[src/hw/rtl/kpg_pkg.sv]
// ----------------------------------------------------------------------------
// kpg_pkg: shared types and constants of the Korobov lattice point generator
// Holds the command encodings, the queued command format and the back-end
// sequencer states.
// ----------------------------------------------------------------------------
`default_nettype none
package kpg_pkg;

  localparam int FRAC_BITS    = 32;
  localparam int MAX_DIMS_DEF = 64;
  localparam int MOD_W        = 31;
  localparam int DIM_W        = 6;
  localparam int DIMS_W       = 7;
  localparam int CFG_W        = 2;

  localparam logic [MOD_W-1:0]  MODULUS_RST = MOD_W'(1024);
  localparam logic [DIMS_W-1:0] DIMS_RST    = DIMS_W'(1);

  typedef enum logic [1:0] {
    K_LOAD_GEN   = 2'd0,
    K_LOAD_SHIFT = 2'd1,
    K_EMIT       = 2'd2,
    K_RESTART    = 2'd3
  } kind_e;

  typedef enum logic [CFG_W-1:0] {
    CFG_MODULUS = 2'd0,
    CFG_DIMS    = 2'd1,
    CFG_SHIFT   = 2'd2,
    CFG_NONE    = 2'd3
  } cfg_idx_e;

  // One classified item as it travels through the queue.
  typedef struct packed {
    kind_e                kind;
    logic [DIM_W-1:0]     dim;
    logic [FRAC_BITS-1:0] value;
    logic                 reject;
  } cmd_t;

  typedef enum logic [2:0] {
    S_IDLE,
    S_ACK,
    S_RD,
    S_LAT,
    S_CHK,
    S_RED,
    S_FRAC,
    S_EMIT
  } back_state_e;

endpackage
`default_nettype wire

[src/hw/rtl/kpg_cmd_fifo.sv]
// ----------------------------------------------------------------------------
// kpg_cmd_fifo: command queue
// A short first-in first-out queue between the front and the back end.
// ----------------------------------------------------------------------------
`default_nettype none
module kpg_cmd_fifo #(
  parameter int DEPTH = 2
) (
  input  wire logic          clk_i,
  input  wire logic          rst_ni,
  input  wire logic          push_i,
  input  kpg_pkg::cmd_t      cmd_i,
  input  wire logic          pop_i,
  output kpg_pkg::cmd_t      cmd_o,
  output logic               empty_o,
  output logic               full_o
);

  localparam int AW = (DEPTH > 1) ? $clog2(DEPTH) : 1;
  localparam int CW = $clog2(DEPTH + 1);

  kpg_pkg::cmd_t  mem_q [DEPTH];
  logic [AW-1:0]  wr_q, wr_d, rd_q, rd_d;
  logic [CW-1:0]  cnt_q, cnt_d;

  assign empty_o = (cnt_q == '0);
  assign full_o  = (cnt_q == CW'(DEPTH));
  assign cmd_o   = mem_q[rd_q];

  // Pointer and fill count update.
  always_comb begin
    wr_d  = wr_q;
    rd_d  = rd_q;
    cnt_d = cnt_q;
    if (push_i) begin
      wr_d = (wr_q == AW'(DEPTH - 1)) ? '0 : wr_q + 1'b1;
    end
    if (pop_i) begin
      rd_d = (rd_q == AW'(DEPTH - 1)) ? '0 : rd_q + 1'b1;
    end
    if (push_i && !pop_i) begin
      cnt_d = cnt_q + 1'b1;
    end else if (pop_i && !push_i) begin
      cnt_d = cnt_q - 1'b1;
    end
  end

  always_ff @(posedge clk_i or negedge rst_ni) begin
    if (!rst_ni) begin
      wr_q  <= '0;
      rd_q  <= '0;
      cnt_q <= '0;
    end else begin
      wr_q  <= wr_d;
      rd_q  <= rd_d;
      cnt_q <= cnt_d;
    end
  end

  // Queue storage.
  always_ff @(posedge clk_i) begin
    if (push_i) begin
      mem_q[wr_q] <= cmd_i;
    end
  end

endmodule
`default_nettype wire

[config.mk]
export PLATFORM = sky130hd
export DESIGN_NAME = kpg_cmd_fifo
export DESIGN_NICKNAME = d
export VERILOG_FILES = /design/src/hw/rtl/kpg_pkg.sv /design/src/hw/rtl/kpg_cmd_fifo.sv
export SDC_FILE = /design/constraint.sdc
export NUM_CORES = 1
export LEC_CHECK = 0
export BUFFER_PORTS_ARGS = -buffer_cell sky130_fd_sc_hd__buf_4
export CAP_MARGIN = 20
export CORE_UTILIZATION = 56
export DETAILED_ROUTE_END_ITERATION = 7
export GPL_TIMING_DRIVEN = 0
export PLACE_DENSITY = 0.84
export SYNTH_ARGS = -nofsm -noshare
export SYNTH_HDL_FRONTEND = slang
export SYNTH_SLANG_ARGS = --single-unit
[constraint.sdc]
create_clock -name clk_i -period 7.9 [get_ports clk_i]
set_clock_uncertainty 0.15 [all_clocks]
set_input_delay 1.975 -clock clk_i [delete_from_list [all_inputs] [get_ports clk_i]]
set_output_delay 1.975 -clock clk_i [all_outputs]
set_load 0.05 [all_outputs]
==> flow_summary.yaml <==
global_routing:
  grt_pass1_wl_mm: 7.71
  grt_pass1_vias: 1691
  grt_use_total: 0.172
  grt_max_degree: 28
  gr-total-overflow: 0
  antenna_found_initial: 0
power:
  p_leak_nw: 1.78
  swShare: 0.382
  combPwrFrac: 0.473
  p_sw_uw: 697
  seqPwrFrac: 0.348
  p_int_mw: 1.13
  ir_worst_vdd_v: 0.000246
  clock_power_share: 0.179
  p_per_area_nw_per_um2: 418
layout:
  multiInputGateArea_sq_um: 699
  area_growth_pct: 30.3
  drive_gt1_frac: 0.614
  fill_cells: 337
  instances_no_fill: 321
  layout_common_cells: "buf_4, edfxtp_1, mux2_4"
  final_common_cell: "buf_4"
  regArea_sq_um: 2560
  antenna_cells: 0
  fin_nets: 290
floorplanning:
  core_sq_um: 5640
  die_h_um: 79.3
  num_rows: 27
  die_x_um: 79.3
  start_util: 0.593
  io_pins: 88
  die_area_sq_um: 6290
synth:
  netlist.area_leader.share: 0.735
  syn_area_sq_um: 3350
  seq_area_frac_synth: 0.765
  yosys-top-cells-area: "edfxtp_1, mux2_4, dfrtp_1"
  ys_warn_count: 0
  yosys_register_bits: 86
  synth.distinct_cells: 13
  synth_nets: 190
  synth_top_area_cell: "edfxtp_1"
  syn_inst: 144
  avgSynthCellArea_sq_um: 23.3
critical_path:
  rr_worst_depth: 2
  crit_family: "buffers and inverters"
  cp-end-kind: "output port"
  required_ps: 5780
  cp_max_fo: 10
  cp.arrival_ps: 1510
  cp_cell_sequence: "buf_6, buf_12, mux2_4, buf_4"
  r2r-end: "mem_q[0][22]$_DFFE_PP_"
  timing.critical_path.from_type: "flop"
  crit_path_top_delay_cell: "dfrtp_1"
  reg2reg_from: "wr_q$_DFFE_PN0P_"
  worstSetupPathType: "reg2out"
  critical_path.startpoint: "rd_q$_DFFE_PN0P_"
  rrSetupSlack_ps: 6320
  slowest_delay_ps: 380
  path_buf_inv: 3
sta:
  slew-limit-headroom: 0.676
  setup_tns_ps: 0
  setup_viol: 0
  maxClockFrequency_mhz: 275
  rsz0062_at_grt: "false"
  finalHoldViolCount: 0
  drv_slew: 0
  fin_crit_sh: 0.460
  min_period_ps: 3630
  tightest_slew_ps: 485
  fin_ws_ps: 4270
clock_tree:
  clk_latency_ps: 330
  cts_made_buffers: 9
  hold_buffers: 0
  cts_buffer_depth: 2
  cts_root_buffer: "clkbuf_8"
  htreeDepth: 3
  clk_pin_slew_ps: 80
  cts_resized: 0
  post_cts_buffers: 0
  cts_sinks: 86
  tritoncts: "yes"
outcome:
  outcome: "finished clean"
min_path:
  min-delay-start: "cnt_q[1]$_DFFE_PN0P_"
  hp-class: "reg2reg"
  hold_end: "cnt_q[1]$_DFFE_PN0P_"
  worstHoldPathCells: 1
routing:
  via_per_inst: 4.98
  drc: 0
  post_drt_wl_per_cell_um: 15.7
  dr_total_vias: 1597
  ant_nets: 0
  drt_iter0_markers: 50
  wl_mm: 5.04
  first_pass_iters: 4
place:
  io_buffers: 87
  place_congestion: 0.639
  hpwl_mm: 3.44
  pre_cts_slack_ps: 4610
  dp.cells: 305
flow_run:
  max-cap-violations: 0
## state kept, by name, summed over array words and instances, names as in the netlist
register / cells
cnt_q: 2
wr_q: 1
mem_q: 82
rd_q: 1
## logic make-up (layout without fill, tap and decap cells)
group / after synthesis / in the layout / synth area share
xor gates and xnor gates: 5 / 5 / 0.0131
adders and majority gates: 1 / 1 / 0.00374
buffers and inverters: 6 / 111 / 0.0284
DFF: 86 / 86 / 0.765
muxes: 41 / 41 / 0.182
and+or+nand+nor: 5 / 5 / 0.00785
## layout make-up
class,count,share of cell area
multi-input cells,52,0.160
well taps,72,0.0207
inverters,1,0.000861
repair buffers,89,0.159
clock buffers,9,0.0284
clock inverters,7,0.0224
plain buffers,5,0.0209
flip-flops and latches,86,0.587
## worst reg2reg max path, cell delays in order, from the launching register on
cell and delay [ps]:
dfrtp_1 430, nor2b_4 430, buf_12 260
## layer usage
layer  GRT usage  wire length, um  vias up
met1       0.194             1920      777
met2       0.301             2720       59
met4      0.0818               70        0
met3      0.0483              323        7
met5           0                0        -
li1            -                -      754
## worst max-delay path by stage
stage / endpoint / depth (start not counted) / slack [ps]
final: cmd_o[11] / 4 / 4270
after global routing: cmd_o[0] / 4 / 4220
after CTS: cmd_o[2] / 4 / 4250
after detailed placement: mem_q[0][29]$_DFFE_PP_ / 3 / 4610
after global placement: mem_q[0][29]$_DFFE_PP_ / 2 / 2500
after floorplan: mem_q[0][0]$_DFFE_PP_ / 1 / 3500
## power by group through the flow
stage / Combinational, mW / Clock, mW / Sequential, mW
3_3_place_gp: 0.846 / 0 / 0.645
6_report: 0.862 / 0.327 / 0.635
4_1_cts: 0.870 / 0.332 / 0.636
3_5_place_dp: 0.868 / 0 / 0.646
5_1_grt: 0.897 / 0.347 / 0.644
2_1_floorplan: 0.661 / 0 / 0.640
## through the flow
step	hold slack, ps	util	total power, mW	area (sq um)
floorplan	305	-	1.30	3350
global placement	319	0.725	1.49	4090
detailed placement	376	0.734	1.51	4140
CTS	398	0.773	1.84	4360
global route	405	0.773	1.89	4360
finish	380	0.773	1.82	4360
## Yosys cell counts
| master | number |
|---|---|
| ha_1 | 1 |
| buf_6 | 1 |
| nor2b_1 | 2 |
| and2_1 | 1 |
| xor2_1 | 4 |
| xnor2_1 | 1 |
| nor2_1 | 2 |
| edfxtp_1 | 82 |
| mux2_4 | 39 |
| dfrtp_1 | 4 |
| inv_1 | 1 |
| buf_12 | 4 |
| mux2_2 | 2 |
Note: power is estimated with default switching activity, not from simulation.
