### src/hw/rtl/kpg_pkg.sv
// ----------------------------------------------------------------------------
// kpg_pkg: shared types and constants of the Korobov lattice point generator
// Holds the command encodings, the queued command format and the back-end
// sequencer states.
// ----------------------------------------------------------------------------
`default_nettype none
package kpg_pkg;

  localparam int FRAC_BITS    = 32;
  localparam int MAX_DIMS_DEF = 64;
  localparam int MOD_W        = 31;
  localparam int DIM_W        = 6;
  localparam int DIMS_W       = 7;
  localparam int CFG_W        = 2;

  localparam logic [MOD_W-1:0]  MODULUS_RST = MOD_W'(1024);
  localparam logic [DIMS_W-1:0] DIMS_RST    = DIMS_W'(1);

  typedef enum logic [1:0] {
    K_LOAD_GEN   = 2'd0,
    K_LOAD_SHIFT = 2'd1,
    K_EMIT       = 2'd2,
    K_RESTART    = 2'd3
  } kind_e;

  typedef enum logic [CFG_W-1:0] {
    CFG_MODULUS = 2'd0,
    CFG_DIMS    = 2'd1,
    CFG_SHIFT   = 2'd2,
    CFG_NONE    = 2'd3
  } cfg_idx_e;

  // One classified item as it travels through the queue.
  typedef struct packed {
    kind_e                kind;
    logic [DIM_W-1:0]     dim;
    logic [FRAC_BITS-1:0] value;
    logic                 reject;
  } cmd_t;

  typedef enum logic [2:0] {
    S_IDLE,
    S_ACK,
    S_RD,
    S_LAT,
    S_CHK,
    S_RED,
    S_FRAC,
    S_EMIT
  } back_state_e;

endpackage
`default_nettype wire

### src/hw/rtl/kpg_front.sv
// ----------------------------------------------------------------------------
// kpg_front: command front end
// Accepts items and classifies them; a generator load that is not below the
// modulus is marked for rejection before it is queued.
// ----------------------------------------------------------------------------
`default_nettype none
module kpg_front (
  input  wire logic                          start_i,
  input  wire logic [1:0]                    kind_i,
  input  wire logic [kpg_pkg::DIM_W-1:0]     dim_select_i,
  input  wire logic [kpg_pkg::FRAC_BITS-1:0] load_value_i,
  input  wire logic [kpg_pkg::MOD_W-1:0]     modulus_i,
  input  wire logic                          full_i,
  output logic                               busy_o,
  output logic                               push_o,
  output kpg_pkg::cmd_t                      cmd_o
);

  // The queue being full is the only reason to hold items off.
  assign busy_o = full_i;
  assign push_o = start_i && !full_i;

  // Classify the item.
  always_comb begin
    cmd_o.kind   = kpg_pkg::kind_e'(kind_i);
    cmd_o.dim    = dim_select_i;
    cmd_o.value  = load_value_i;
    cmd_o.reject = (cmd_o.kind == kpg_pkg::K_LOAD_GEN) &&
                   (load_value_i >= {1'b0, modulus_i});
  end

endmodule
`default_nettype wire

### config.mk
export PLATFORM = sky130hd
export DESIGN_NAME = kpg_front
export DESIGN_NICKNAME = d
export VERILOG_FILES = /design/src/hw/rtl/kpg_pkg.sv /design/src/hw/rtl/kpg_front.sv
export SDC_FILE = /design/constraint.sdc
export NUM_CORES = 1
export LEC_CHECK = 0
export BUFFER_PORTS_ARGS = -buffer_cell sky130_fd_sc_hd__buf_2
export CAP_MARGIN = 20
export CORE_UTILIZATION = 34
export DETAILED_ROUTE_END_ITERATION = 8
export PLACE_DENSITY_LB_ADDON = 0.05
export SYNTH_ARGS = -nofsm -noshare
export SYNTH_HDL_FRONTEND = slang
export SYNTH_SLANG_ARGS = --single-unit
### constraint.sdc
create_clock -name vclk -period 1.7
set_input_delay 0.34 -clock vclk [all_inputs]
set_output_delay 0.34 -clock vclk [all_outputs]
set_load 0.1 [all_outputs]
==> impl_results.html, run 1 <==
<table>
<tr><th>Metric</th><th>Value</th></tr>
<tr><th colspan="2">Worst setup path</th></tr>
<tr><td>Critical-path cell list</td><td>buf_2 -&gt; inv_1 -&gt; ha_4 -&gt; nand3_2 -&gt; or3b_1 -&gt; o221ai_2 -&gt; a2bb2oi_2 -&gt; a21bo_4 -&gt; buf_12</td></tr>
<tr><td>Master of the slowest instance on the critical path</td><td>sky130_fd_sc_hd__or3b_1</td></tr>
<tr><td>Data required time of the critical path</td><td>between 1 and 1.5 ns</td></tr>
<tr><td>WP data arrival</td><td>1.76 ns</td></tr>
<tr><td>Worst path bufs/invs</td><td>3</td></tr>
<tr><td>Endpoint class of the critical path</td><td>primary output</td></tr>
<tr><td>Crit-path max cell delay</td><td>0.36 ns</td></tr>
<tr><td>Startpoint type of the worst setup path</td><td>input pin</td></tr>
<tr><td>Number of cells on the critical path</td><td>9</td></tr>
<tr><td>Capturing element of the worst setup path</td><td>cmd_o[0]</td></tr>
<tr><td>Crit-path max FO</td><td>2</td></tr>
<tr><td>Crit path launch</td><td>modulus_i[28]</td></tr>
<tr><td>Cell family contributing the most delay on the critical path</td><td>simple AND/OR/NAND/NOR gates</td></tr>
<tr><td>Critical path start-end classification</td><td>in -&gt; out</td></tr>
<tr><th colspan="2">STA</th></tr>
<tr><td>Worst Hold Slack</td><td>0.6801 ns</td></tr>
<tr><td>Slew at the pin with the worst max-slew slack</td><td>~0.49 ns</td></tr>
<tr><td>Worst slew slack as a fraction of its limit</td><td>between 60% and 70%</td></tr>
<tr><td>Part of the cycle the worst path needs</td><td>123.3%</td></tr>
<tr><td>Final-report max-slew violation count</td><td>0</td></tr>
<tr><td>Min Tclk post-route</td><td>between 2 and 2.5 ns</td></tr>
<tr><td>Number of hold violations in the final report</td><td>0</td></tr>
<tr><td>Setup ws final</td><td>-0.3967 ns</td></tr>
<tr><td>Highest achievable clock rate</td><td>0.4769 GHz</td></tr>
<tr><td>Setup repair after global routing missed its margin</td><td>true</td></tr>
<tr><td>Final setup vio count</td><td>1</td></tr>
<tr><th colspan="2">Status</th></tr>
<tr><td>Result of the run</td><td>complete, but fails checks</td></tr>
<tr><td>Failing checks</td><td>negative setup slack</td></tr>
<tr><th colspan="2">Layout</th></tr>
<tr><td>Fillers</td><td>307</td></tr>
<tr><td>Share of cells above drive strength 1</td><td>66.51%</td></tr>
<tr><td>Antenna Cells</td><td>0</td></tr>
<tr><td>Layout Area Growth over Synthesis</td><td>52.12%</td></tr>
<tr><td>Final Non-Filler Cells</td><td>262</td></tr>
<tr><td>Post-Route Utilization</td><td>55.08%</td></tr>
<tr><td>CLK BUF</td><td>0</td></tr>
<tr><td>Leading cell types in the layout, fill and taps excluded</td><td>sky130_fd_sc_hd__buf_2, sky130_fd_sc_hd__inv_1, sky130_fd_sc_hd__ha_1, sky130_fd_sc_hd__ha_4</td></tr>
<tr><td>Leading cell type in the layout, fill and taps excluded</td><td>sky130_fd_sc_hd__buf_2</td></tr>
<tr><td>Total number of sequential cells</td><td>0</td></tr>
<tr><td>Layout Nets</td><td>roughly 320</td></tr>
<tr><td>Sequential Area</td><td>0 um2</td></tr>
<tr><th colspan="2">Routing</th></tr>
<tr><td>Number of DRC markers in iteration 0</td><td>4</td></tr>
<tr><td>DRC violation count after routing</td><td>0</td></tr>
<tr><td>Count of vias placed by the detailed router</td><td>1169</td></tr>
<tr><td>WL per Instance</td><td>10.17 um</td></tr>
<tr><td>Detailed Routing Iterations Pass 1</td><td>2</td></tr>
<tr><td>Drt total wl</td><td>2664 um</td></tr>
<tr><td>Remaining antenna violation count</td><td>0</td></tr>
<tr><td>Vias/cell</td><td>4.462</td></tr>
<tr><th colspan="2">Power and ir drop</th></tr>
<tr><td>Power density over the cells</td><td>434.7 nW/um2</td></tr>
<tr><td>Post-layout power</td><td>0.0007430 W</td></tr>
<tr><td>Worst VDD drop</td><td>0.1925 mV</td></tr>
<tr><td>Leak Pwr</td><td>0.9656 nW</td></tr>
<tr><th colspan="2">Logic synthesis</th></tr>
<tr><td>Yosys warns</td><td>0</td></tr>
<tr><td>Mean area per synthesized cell</td><td>7.441 um2</td></tr>
<tr><td>Count of different cell masters after synthesis</td><td>26</td></tr>
<tr><td>Sequential fraction of the synthesis area</td><td>0%</td></tr>
<tr><td>Number of nets in the synthesized netlist</td><td>255</td></tr>
<tr><td>Number of instances in the synthesized netlist</td><td>151</td></tr>
<tr><td>Netlist Area Pre-Place</td><td>approximately 1100 um2</td></tr>
<tr><th colspan="2">Global route</th></tr>
<tr><td>Number of global-route vias before repair</td><td>roughly 1000</td></tr>
<tr><td>GRT overflow</td><td>0</td></tr>
<tr><td>Initial antenna violation count</td><td>0</td></tr>
<tr><td>Global-route wire length before repair</td><td>3753 um</td></tr>
<tr><td>Largest net degree at the start of global routing</td><td>5</td></tr>
<tr><td>Total GRT Usage</td><td>13.27%</td></tr>
<tr><th colspan="2">Die</th></tr>
<tr><td>Die Width</td><td>59.49 um</td></tr>
<tr><td>Initial Util</td><td>about 36%</td></tr>
<tr><td>Floorplan die height</td><td>59.49 um</td></tr>
<tr><td>DIE AREA</td><td>between 3000 and 4000 um2</td></tr>
<tr><td>Standard-cell row count</td><td>20</td></tr>
<tr><td>Placeable core area</td><td>roughly 3100 um2</td></tr>
<tr><td>Top Ports</td><td>116</td></tr>
<tr><th colspan="2">Clock tree</th></tr>
<tr><td>Setup fix buffers added after clock tree synthesis</td><td>0</td></tr>
<tr><th colspan="2">Place</th></tr>
<tr><td>Final Wtd Congestion</td><td>0.7022</td></tr>
<tr><td>Post-Place Cells</td><td>262</td></tr>
<tr><td>Post-DP HPWL</td><td>2208 um</td></tr>
<tr><td>Number of I/O port buffers</td><td>104</td></tr>
<tr><td>Dpl ws</td><td>-0.5745 ns</td></tr>
<tr><th colspan="2">Worst hold path</th></tr>
<tr><td>Worst hold-check path type</td><td>in -&gt; out</td></tr>
<tr><th colspan="2">Flow run</th></tr>
<tr><td>Reported max-cap violation count</td><td>0</td></tr>
</table>
## worst min path at each step
stage	startpoint	to	cells past startpoint
floorplan	full_i	push_o	1
global placement	dim_select_i[2]	cmd_o[35]	0
detailed placement	dim_select_i[2]	cmd_o[35]	0
CTS	dim_select_i[2]	cmd_o[35]	0
global route	dim_select_i[2]	cmd_o[35]	0
finish	dim_select_i[0]	cmd_o[33]	0
## through the flow
step           area [um2]  TNS (ns)
3_3_place_gp         1470   -0.5579
4_1_cts              1657   -0.4037
6_report             1709   -0.3967
5_1_grt              1709   -0.4934
2_1_floorplan        1157   -0.3136
3_5_place_dp         1470   -0.5745
## timing repair
action | in CTS | in global routing
pin swaps | 16 | 7
endpoints found under the setup margin | 1 | 1
resized for setup | 30 | 10
cloned | 0 | 0
hold buffers | 0 | 0
## cell type report
class | instances | area [um2] | area share [%]
tap | 44 | 55.05 | 3.221
inverter | 32 | 125.1 | 7.321
multi-input combinational | 78 | 929.6 | 54.39
timing repair buffer | 108 | 599.3 | 35.07
## cell families after synthesis
family,synth area share [%]
and+or+nand+nor,12.14
adders and majority gates,34.52
AOI/OAI and AO/OA,15.26
buffers and inverters,38.09
## routing by layer
metal	part of all wire [%]	GRT usage [%]	vias to the layer above
li1	-	-	599
met1	36	13.64	502
met2	55	28.89	64
met3	9.0	1.310	4
met4	0.34	0.6803	0
met5	0	0	-
## cells in the mapped netlist (2+ instances only)
cell | n | area, um2
sky130_fd_sc_hd__nor2_1 | 4 | 15.01
sky130_fd_sc_hd__a21o_1 | 3 | 22.52
sky130_fd_sc_hd__o21ai_0 | 2 | 10.01
sky130_fd_sc_hd__buf_4 | 41 | 307.8
sky130_fd_sc_hd__a21oi_1 | 8 | 40.04
sky130_fd_sc_hd__nand4_1 | 2 | 12.51
sky130_fd_sc_hd__nand2_1 | 6 | 22.52
sky130_fd_sc_hd__inv_1 | 32 | 120.1
sky130_fd_sc_hd__nand3_1 | 3 | 15.01
sky130_fd_sc_hd__ha_1 | 31 | 387.9
sky130_fd_sc_hd__and4_1 | 2 | 17.52
sky130_fd_sc_hd__o21a_1 | 2 | 15.01
sky130_fd_sc_hd__a221oi_1 | 2 | 17.52
## where the power goes
part | switching, W | total, W | internal, W
clock network | 0 | 0 | 0
logic | 0.000510 | 0.000743 | 0.000233
registers | 0 | 0 | 0
Note: power is estimated with default switching activity, not from simulation.
==> run 2: changes to the inputs <==
ABC_AREA = 1   (was not set)
==> run 2 against run 1 <==
  * The flow still finishes with violations (negative setup slack)
  * Non-clock buffer count unchanged
  * Setup slack gained 0.18 ns
  * Combinational power decreased by 3.4%
  * Die area up 3.8%
  * Critical endpoint unchanged
  * Largest cell class unchanged
  * Largest power group unchanged
  * Highest routed layer is now met3
==> impl_results.html, run 2 <==
<table>
<tr><th>Metric</th><th>Value</th></tr>
<tr><th colspan="2">Worst setup path</th></tr>
<tr><td>Crit-path max cell delay</td><td>0.29 ns (was 0.36 ns)</td></tr>
<tr><td>Endpoint class of the critical path</td><td>primary output (unchanged)</td></tr>
<tr><td>Startpoint type of the worst setup path</td><td>input pin (unchanged)</td></tr>
<tr><td>Critical-path cell list</td><td>buf_2 -&gt; ha_1 -&gt; nand2_1 -&gt; nor2_2 -&gt; nand4_1 -&gt; nor2_1 -&gt; nand2_2 -&gt; a21oi_4 -&gt; buf_12 (was buf_2 -&gt; inv_1 -&gt; ha_4 -&gt; nand3_2 -&gt; or3b_1 -&gt; o221ai_2 -&gt; a2bb2oi_2 -&gt; a21bo_4 -&gt; buf_12)</td></tr>
<tr><td>Crit-path max FO</td><td>2 (unchanged)</td></tr>
<tr><td>Data required time of the critical path</td><td>1.36 ns (about the same)</td></tr>
<tr><td>Capturing element of the worst setup path</td><td>cmd_o[0] (unchanged)</td></tr>
<tr><td>Master of the slowest instance on the critical path</td><td>sky130_fd_sc_hd__ha_1 (was sky130_fd_sc_hd__or3b_1)</td></tr>
<tr><td>Critical path start-end classification</td><td>in -&gt; out (unchanged)</td></tr>
<tr><td>Worst path bufs/invs</td><td>2 (was 3)</td></tr>
<tr><td>Cell family contributing the most delay on the critical path</td><td>simple AND/OR/NAND/NOR gates (unchanged)</td></tr>
<tr><td>Number of cells on the critical path</td><td>9 (unchanged)</td></tr>
<tr><td>Crit path launch</td><td>load_value_i[21] (was modulus_i[28])</td></tr>
<tr><td>WP data arrival</td><td>1.57 ns (was 1.76 ns)</td></tr>
<tr><th colspan="2">STA</th></tr>
<tr><td>Final setup vio count</td><td>1 (unchanged)</td></tr>
<tr><td>Final-report max-slew violation count</td><td>0 (unchanged)</td></tr>
<tr><td>Highest achievable clock rate</td><td>0.5226 GHz (was 0.4769 GHz)</td></tr>
<tr><td>Number of hold violations in the final report</td><td>0 (unchanged)</td></tr>
<tr><td>Total negative slack for setup checks</td><td>-0.2135 ns (was -0.3967 ns)</td></tr>
<tr><td>Setup ws final</td><td>-0.2135 ns (was -0.3967 ns)</td></tr>
<tr><td>Part of the cycle the worst path needs</td><td>112.6% (was 123.3%)</td></tr>
<tr><td>Min Tclk post-route</td><td>1.914 ns (was 2.097 ns)</td></tr>
<tr><td>Worst slew slack as a fraction of its limit</td><td>67.64% (was 67.65%)</td></tr>
<tr><td>Slew at the pin with the worst max-slew slack</td><td>0.4888 ns (was 0.4886 ns)</td></tr>
<tr><td>Setup repair after global routing missed its margin</td><td>true (unchanged)</td></tr>
<tr><th colspan="2">Power and ir drop</th></tr>
<tr><td>Switching pwr</td><td>0.0005084 W (was 0.0005099 W)</td></tr>
<tr><td>Sequential group share of total power</td><td>0% (about the same)</td></tr>
<tr><td>Power density over the cells</td><td>416.1 nW/um2 (was 434.7 nW/um2)</td></tr>
<tr><td>Leak Pwr</td><td>1.048 nW (was 0.9656 nW)</td></tr>
<tr><td>Clock share of power</td><td>0% (about the same)</td></tr>
<tr><td>Relative contribution of combinational cells to total power</td><td>100.0% (about the same)</td></tr>
<tr><td>Internal power consumption</td><td>0.0002096 W (was 0.0002331 W)</td></tr>
<tr><td>Worst VDD drop</td><td>0.2007 mV (was 0.1925 mV)</td></tr>
<tr><td>Fraction of power spent switching nets</td><td>70.81% (was 68.63%)</td></tr>
<tr><th colspan="2">Status</th></tr>
<tr><td>Result of the run</td><td>complete, but fails checks (unchanged)</td></tr>
<tr><td>Failing checks</td><td>negative setup slack (unchanged)</td></tr>
<tr><th colspan="2">Layout</th></tr>
<tr><td>CLK BUF</td><td>0 (unchanged)</td></tr>
<tr><td>Antenna Cells</td><td>0 (unchanged)</td></tr>
<tr><td>Leading cell type in the layout, fill and taps excluded</td><td>sky130_fd_sc_hd__buf_2 (unchanged)</td></tr>
<tr><td>Layout Nets</td><td>356 (was 324)</td></tr>
<tr><td>Sequential Area</td><td>0 um2 (unchanged)</td></tr>
<tr><td>Layout Area Growth over Synthesis</td><td>47.80% (was 52.12%)</td></tr>
<tr><td>Leading cell types in the layout, fill and taps excluded</td><td>sky130_fd_sc_hd__buf_2, sky130_fd_sc_hd__inv_1, sky130_fd_sc_hd__nand2_1, sky130_fd_sc_hd__ha_1, sky130_fd_sc_hd__a21oi_1 (was sky130_fd_sc_hd__buf_2, sky130_fd_sc_hd__inv_1, sky130_fd_sc_hd__ha_1, sky130_fd_sc_hd__ha_4)</td></tr>
<tr><td>Share of cells above drive strength 1</td><td>57.60% (was 66.51%)</td></tr>
<tr><td>Total number of sequential cells</td><td>0 (unchanged)</td></tr>
<tr><td>Total non-filler cell area in the finished layout</td><td>1725 um2 (was 1709 um2)</td></tr>
<tr><th colspan="2">Place</th></tr>
<tr><td>Number of I/O port buffers</td><td>104 (unchanged)</td></tr>
<tr><td>Final Wtd Congestion</td><td>0.6828 (was 0.7022)</td></tr>
<tr><td>Post-place instance area</td><td>1629 um2 (was 1470 um2)</td></tr>
<tr><td>Post-DP HPWL</td><td>2204 um (was 2208 um)</td></tr>
<tr><td>Dpl ws</td><td>-0.3005 ns (was -0.5745 ns)</td></tr>
<tr><th colspan="2">Global route</th></tr>
<tr><td>GRT overflow</td><td>0 (unchanged)</td></tr>
<tr><td>Largest net degree at the start of global routing</td><td>4 (was 5)</td></tr>
<tr><td>Number of global-route vias before repair</td><td>955 (was 1033)</td></tr>
<tr><td>Initial antenna violation count</td><td>0 (unchanged)</td></tr>
<tr><td>Total GRT Usage</td><td>11.38% (was 13.27%)</td></tr>
<tr><td>Global-route wire length before repair</td><td>3436 um (was 3753 um)</td></tr>
<tr><th colspan="2">Logic synthesis</th></tr>
<tr><td>Sequential fraction of the synthesis area</td><td>0% (unchanged)</td></tr>
<tr><td>Mean area per synthesized cell</td><td>6.379 um2 (was 7.441 um2)</td></tr>
<tr><td>Leading area contributor after synthesis</td><td>sky130_fd_sc_hd__ha_1 (unchanged)</td></tr>
<tr><td>Fraction of synthesized cell area taken by the top area cell type</td><td>33.23% (was 34.52%)</td></tr>
<tr><td>Number of instances in the synthesized netlist</td><td>183 (was 151)</td></tr>
<tr><td>Most frequent cells after synthesis</td><td>sky130_fd_sc_hd__inv_1, sky130_fd_sc_hd__buf_4, sky130_fd_sc_hd__ha_1, sky130_fd_sc_hd__nand2_1, sky130_fd_sc_hd__a21oi_1 (was sky130_fd_sc_hd__buf_4, sky130_fd_sc_hd__inv_1, sky130_fd_sc_hd__ha_1)</td></tr>
<tr><td>Yosys warns</td><td>0 (unchanged)</td></tr>
<tr><td>Netlist Area Pre-Place</td><td>1167 um2 (was 1124 um2)</td></tr>
<tr><td>Cell types occupying the most area after synthesis</td><td>sky130_fd_sc_hd__ha_1, sky130_fd_sc_hd__buf_4, sky130_fd_sc_hd__inv_1 (unchanged)</td></tr>
<tr><td>Number of nets in the synthesized netlist</td><td>287 (was 255)</td></tr>
<tr><td>Count leader, synth</td><td>sky130_fd_sc_hd__inv_1 (was sky130_fd_sc_hd__buf_4)</td></tr>
<tr><td>Count of different cell masters after synthesis</td><td>16 (was 26)</td></tr>
<tr><th colspan="2">Routing</th></tr>
<tr><td>Number of DRC markers in iteration 0</td><td>11 (was 4)</td></tr>
<tr><td>Drt total wl</td><td>2292 um (was 2664 um)</td></tr>
<tr><td>Count of vias placed by the detailed router</td><td>1214 (was 1169)</td></tr>
<tr><td>Remaining antenna violation count</td><td>0 (unchanged)</td></tr>
<tr><td>Vias/cell</td><td>4.129 (was 4.462)</td></tr>
<tr><td>DRC violation count after routing</td><td>0 (unchanged)</td></tr>
<tr><td>Detailed Routing Iterations Pass 1</td><td>4 (was 2)</td></tr>
<tr><td>WL per Instance</td><td>7.796 um (was 10.17 um)</td></tr>
<tr><th colspan="2">Clock tree</th></tr>
<tr><td>Number of hold buffers added after cts</td><td>0 (unchanged)</td></tr>
<tr><th colspan="2">Die</th></tr>
<tr><td>Die Width</td><td>60.60 um (was 59.49 um)</td></tr>
<tr><td>Initial Util</td><td>37.02% (was 36.21%)</td></tr>
<tr><td>Standard-cell row count</td><td>20 (unchanged)</td></tr>
<tr><td>Placeable core area</td><td>3153 um2 (was 3103 um2)</td></tr>
<tr><td>Top Ports</td><td>116 (unchanged)</td></tr>
<tr><td>DIE AREA</td><td>3672 um2 (was 3538 um2)</td></tr>
<tr><td>Floorplan die height</td><td>60.60 um (was 59.49 um)</td></tr>
<tr><th colspan="2">Flow run</th></tr>
<tr><td>Reported max-cap violation count</td><td>0 (unchanged)</td></tr>
<tr><th colspan="2">Worst hold path</th></tr>
<tr><td>Worst hold-check path type</td><td>in -&gt; out (unchanged)</td></tr>
</table>
[run 2: cell types whose count changed in the layout (fill, tap and decap cells not counted), sizes merged, moves of 2 or more]
cell | before | now
and4 | 2 | 0
nor2 | 4 | 9
a221oi | 2 | 0
inv | 32 | 43
nand2b | 2 | 0
a21o | 3 | 0
nand4 | 2 | 4
nand2 | 6 | 33
nor3 | 0 | 2
nand3 | 4 | 0
a21oi | 8 | 15
[run 2: metrics by stage]
stage	utilization, %	power [W]	hold slack (ns)	instances
6_report	54.72	0.0007180	0.6800	294
5_1_grt	54.72	0.0007769	0.6802	294
4_1_cts	54.33	0.0007232	0.6809	293
3_5_place_dp	51.67	0.0006993	0.6809	293
3_3_place_gp	51.67	0.0006956	0.6809	293
2_1_floorplan	-	0.0006454	0.8559	183
[run 2: cell type report]
| cell class | count | area (um2) |
|---|---|---|
| fillers | 340 | 1428 |
| inverters | 43 | 186.4 |
| multi-input cells | 99 | 852.1 |
| well taps | 44 | 55.05 |
| repair buffers | 108 | 631.9 |
[run 2: timing repair]
| action | CTS | global route |
|---|---|---|
| buffers inserted | 0 | 1 |
| resized for setup | 19 | 1 |
| pin swaps | 15 | 8 |
| endpoints found under the setup margin | 1 | 1 |
[run 2: cell families (layout without fill, tap and decap cells)]
| logic type | Yosys count | after routing | share of synthesized area (%) |
|---|---|---|---|
| AND/OR/NAND/NOR | 49 | 49 | 17.90 |
| adder cells (fa/ha/maj) | 31 | 31 | 33.23 |
| buffers and inverters | 84 | 151 | 40.19 |
| AO/OA/AOI/OAI | 19 | 19 | 8.682 |
[run 2: routing by layer]
layer | wire, um | part of all wire (%) | vias to the layer above | GRT usage [%]
li1 | - | - | 666 | -
met1 | 994 | 43 | 486 | 14.54
met2 | 1112 | 49 | 62 | 22.29
met3 | 185 | 8.1 | 0 | 0.2132
met4 | 0 | 0 | 0 | 0.3247
met5 | 0 | 0 | - | 0
[run 2: how the worst min path moves through the flow]
stage	start	to	slack (ns)	cells after the start
3_5_place_dp	dim_select_i[2]	cmd_o[35]	0.68	0
3_3_place_gp	dim_select_i[2]	cmd_o[35]	0.68	0
5_1_grt	dim_select_i[0]	cmd_o[33]	0.68	0
6_report	dim_select_i[1]	cmd_o[34]	0.68	0
2_1_floorplan	full_i	push_o	0.86	1
4_1_cts	dim_select_i[2]	cmd_o[35]	0.68	0
[run 2: power groups by stage]
stage | logic [W] | registers [W] | clock network, W
2_1_floorplan | 0.000645 | 0 | 0
3_3_place_gp | 0.000696 | 0 | 0
3_5_place_dp | 0.000699 | 0 | 0
4_1_cts | 0.000723 | 0 | 0
5_1_grt | 0.000777 | 0 | 0
6_report | 0.000718 | 0 | 0
